<file path="config.mk">
export PLATFORM = sky130hd
export DESIGN_NAME = dcws_ram
export DESIGN_NICKNAME = d
export VERILOG_FILES = /design/src/rtl/dcws_ram.sv
export SDC_FILE = /design/constraint.sdc
export NUM_CORES = 1
export LEC_CHECK = 0
export BUFFER_PORTS_ARGS = -buffer_cell sky130_fd_sc_hd__buf_2
export CORE_MARGIN = 4
export CORE_UTILIZATION = 41
export CTS_CLUSTER_DIAMETER = 50
export DETAILED_ROUTE_END_ITERATION = 7
export HOLD_SLACK_MARGIN = 0.1
export PLACE_DENSITY = 0.64
export SLEW_MARGIN = 20
export SYNTH_ARGS = -nofsm -noshare
export SYNTH_HDL_FRONTEND = slang
export SYNTH_SLANG_ARGS = --single-unit
</file>
<file path="constraint.sdc">
create_clock -name clk -period 2.2 [get_ports clk]
set_input_delay 0.33 -clock clk [delete_from_list [all_inputs] [get_ports clk]]
set_output_delay 0.33 -clock clk [all_outputs]
set_load 0.01 [all_outputs]
</file>
<file path="src/rtl/dcws_ram.sv">
// generic single-write, single-read synchronous ram with registered read data
// no dependencies

module dcws_ram #(
	parameter int WIDTH = 8,
	parameter int DEPTH = 16
) (
	input  logic                     clk,
	input  logic                     we,
	input  logic [$clog2(DEPTH)-1:0] waddr,
	input  logic [WIDTH-1:0]         wdata,
	input  logic [$clog2(DEPTH)-1:0] raddr,
	output logic [WIDTH-1:0]         rdata
);

	logic [WIDTH-1:0] mem [DEPTH];

	always_ff @(posedge clk) begin
		if (we) begin
			mem[waddr] <= wdata;
		end
		rdata <= mem[raddr];
	end

endmodule

</file>
==> results.toml <==
[clock_network]
cts_setup_buffers = 0
cts_sinks = 136
post_cts_resized = 0
cts_buffer_depth = 2
cts_root_buf = "clkbuf_16"
clock_latency_ns = 0.41
clk_pin_slew_ns = 0.06
tritoncts = "built"
cts_max_level = 4
cts_hold_buf = 0
cts_buffers = 17

[logic_synthesis]
synth.top_cells.by_area = "edfxtp_1 75%, mux4_2 7.9%, mux4_1 7.1%"
synth-seq-cells = 136
mappedNetlistArea_um2 = 5150
seq_area_frac_synth_pct = 77.8
synthArstFlopShare_pct = 0
yosysWarnings = 0
synth_top_area_share_pct = 74.7
synth.largest_area_cell = "edfxtp_1"
synth_most_common_cell = "edfxtp_1"
syn_nets = 247
avgSynthCellArea_um2 = 22.5
synth_cells = 229
dominantRegCellSynth = "edfxtp_1"
synth_common_cells = "128 x edfxtp_1, 18 x mux4_2, 16 x a22oi_1"
synth-edff-count = 128
ys_types = 19

[route]
vias_per_cell = 5.15
vias = 2401
wl_per_cell_um = 21.0
ant_nets = 0
drc = 0
drtIter0Drc = 185
detail_route.first_pass.iterations = 4
finalWirelength_um = 9800

[setup_path]
worstSetupPathType = "register to register"
cp.required_ns = 2.50
cp.arrival_ns = 1.63
cp_max_fo = 1
critPathLaunchType = "register"
end_kind = "register"

[pwr]
ir_drop_mv = 0.595
p_per_area_nw_per_um2 = 955
p_leak_nw = 2.08
finalPower_mw = 5.88

[cells_and_area]
drive_gt1_share_pct = 31.6
nets = 302
fill_cells = 972
final_core_util_pct = 50.6
area_growth_syn_to_layout_pct = 19.6
fin_area_um2 = 6160

[floorplan]
core_um2 = 12200
rows = 40
dieArea_um2 = 14400
die_x_um = 120
start_util_pct = 42.3
die_h_um = 120
io_pins = 26

[sta]
slew_viol_final = 0
finClkSkew_ns = 0.00806
finalSetupViolations = 0
period_needed_ns = 1.33
hold_slack_ns = 0.295
tns_ns = 0
relSlewSlack_pct = 71.5
tightest_slew_ns = 0.428
max_freq_ghz = 0.750
rsz0062_at_grt = "no"
timing_hold_violations_final = 0
post-route-period-util_pct = 60.6

[place]
dpl_cell_area_um2 = 5590
place_congestion = 0.730
port_buffers = 25

[global_route]
grt_pass1_vias = 2561
antenna_found_initial = 0
grt_use_total_pct = 14.9
grt_pass1_wl_um = 15200
grt_max_degree = 33
overflow = 0

[hold_path]
hold_class = "primary input to register"

[job]
drv_cap = 0

[run_status]
outcome = "completed"
## layout by cell type (no fill, tap or decap)
| cell type | instances |
|---|---|
| edfxtp_1 | 128 |
| buf_2 | 25 |
| mux4_2 | 18 |
| buf_4 | 18 |
| clkbuf_16 | 17 |
| a22oi_1 | 16 |
| mux4_1 | 14 |
| nor2_1 | 13 |
| nand2_1 | 9 |
| dfxtp_1 | 8 |
| nor3_1 | 4 |
| clkinv_2 | 4 |
| clkinvlp_4 | 4 |
| buf_12 | 3 |
| nand3b_1 | 2 |
| nand2b_1 | 2 |
| bufinv_16 | 2 |
| clkinv_4 | 2 |
| clkbuf_1 | 2 |
| diode_2 | 1 |
| nor2b_1 | 1 |
| and2_1 | 1 |
| and2b_1 | 1 |
| nand3_1 | 1 |
| or3b_2 | 1 |
| clkinv_1 | 1 |
## stage by stage
stage               setup slack (ns)  std cells
floorplan                      0.377        229
global placement               0.449        433
detailed placement             0.457        433
CTS                            0.840        465
global route                   0.769        465
finish                         0.867        466
## final cells by class
| class | instances | area (µm²) | area share, % |
|---|---|---|---|
| Antenna cell | 1 | 2.50 | 0.0406 |
| Tap cell | 168 | 210 | 3.41 |
| Clock buffer | 19 | 433 | 7.03 |
| Timing Repair Buffer | 46 | 320 | 5.20 |
| Sequential cell | 136 | 4000 | 65.0 |
| Clock inverter | 13 | 131 | 2.13 |
| Multi-Input combinational cell | 83 | 1060 | 17.2 |
## critical path, stage by stage (launching register included)
cell,delay (ns)
edfxtp_1,0.36
mux4_1,0.49
a22oi_1,0.27
nand2_1,0.09
## power by group
group	internal (mW)	total (mW)	switching, mW
combinational	0.121	0.276	0.154
sequential	2.90	2.92	0.0186
clock	1.65	2.69	1.03
## path summary, 6_finish.rpt
| check | start | endpoint | slack, ns | cells after the start |
|---|---|---|---|---|
| max | mem[2][3]$_DFFE_PP_ | rdata[3]$_DFF_P_ | 0.87 | 3 |
| min | wdata[3] | mem[13][3]$_DFFE_PP_ | 0.29 | 1 |
| max reg2reg | mem[2][3]$_DFFE_PP_ | rdata[3]$_DFF_P_ | 0.87 | 3 |
| min reg2reg | mem[12][1]$_DFFE_PP_ | rdata[1]$_DFF_P_ | 0.68 | 3 |
## sequential cells by signal (all words and copies together), names as in the netlist
| signal | cells |
|---|---|
| mem | 128 |
| rdata | 8 |
## cell families after synthesis
group	after synthesis	share of synthesized area, %
buffers and inverters	10	1.68
DFF	136	77.8
and+or+nand+nor	35	3.18
muxes	32	15.0
AOI/OAI and AO/OA	16	2.33
## per-layer routing
layer  share of wire (%)  global-route usage (%)  up-vias  routed length, µm
li1                    -                       -     1085                  -
met1                  47                    20.0     1251               4590
met2                  47                    22.5       56               4660
met3                 4.9                    6.03        9                478
met4                0.86                    4.08        0                 84
met5                   0                       0        -                  0
(Power assumes the default switching activity.)
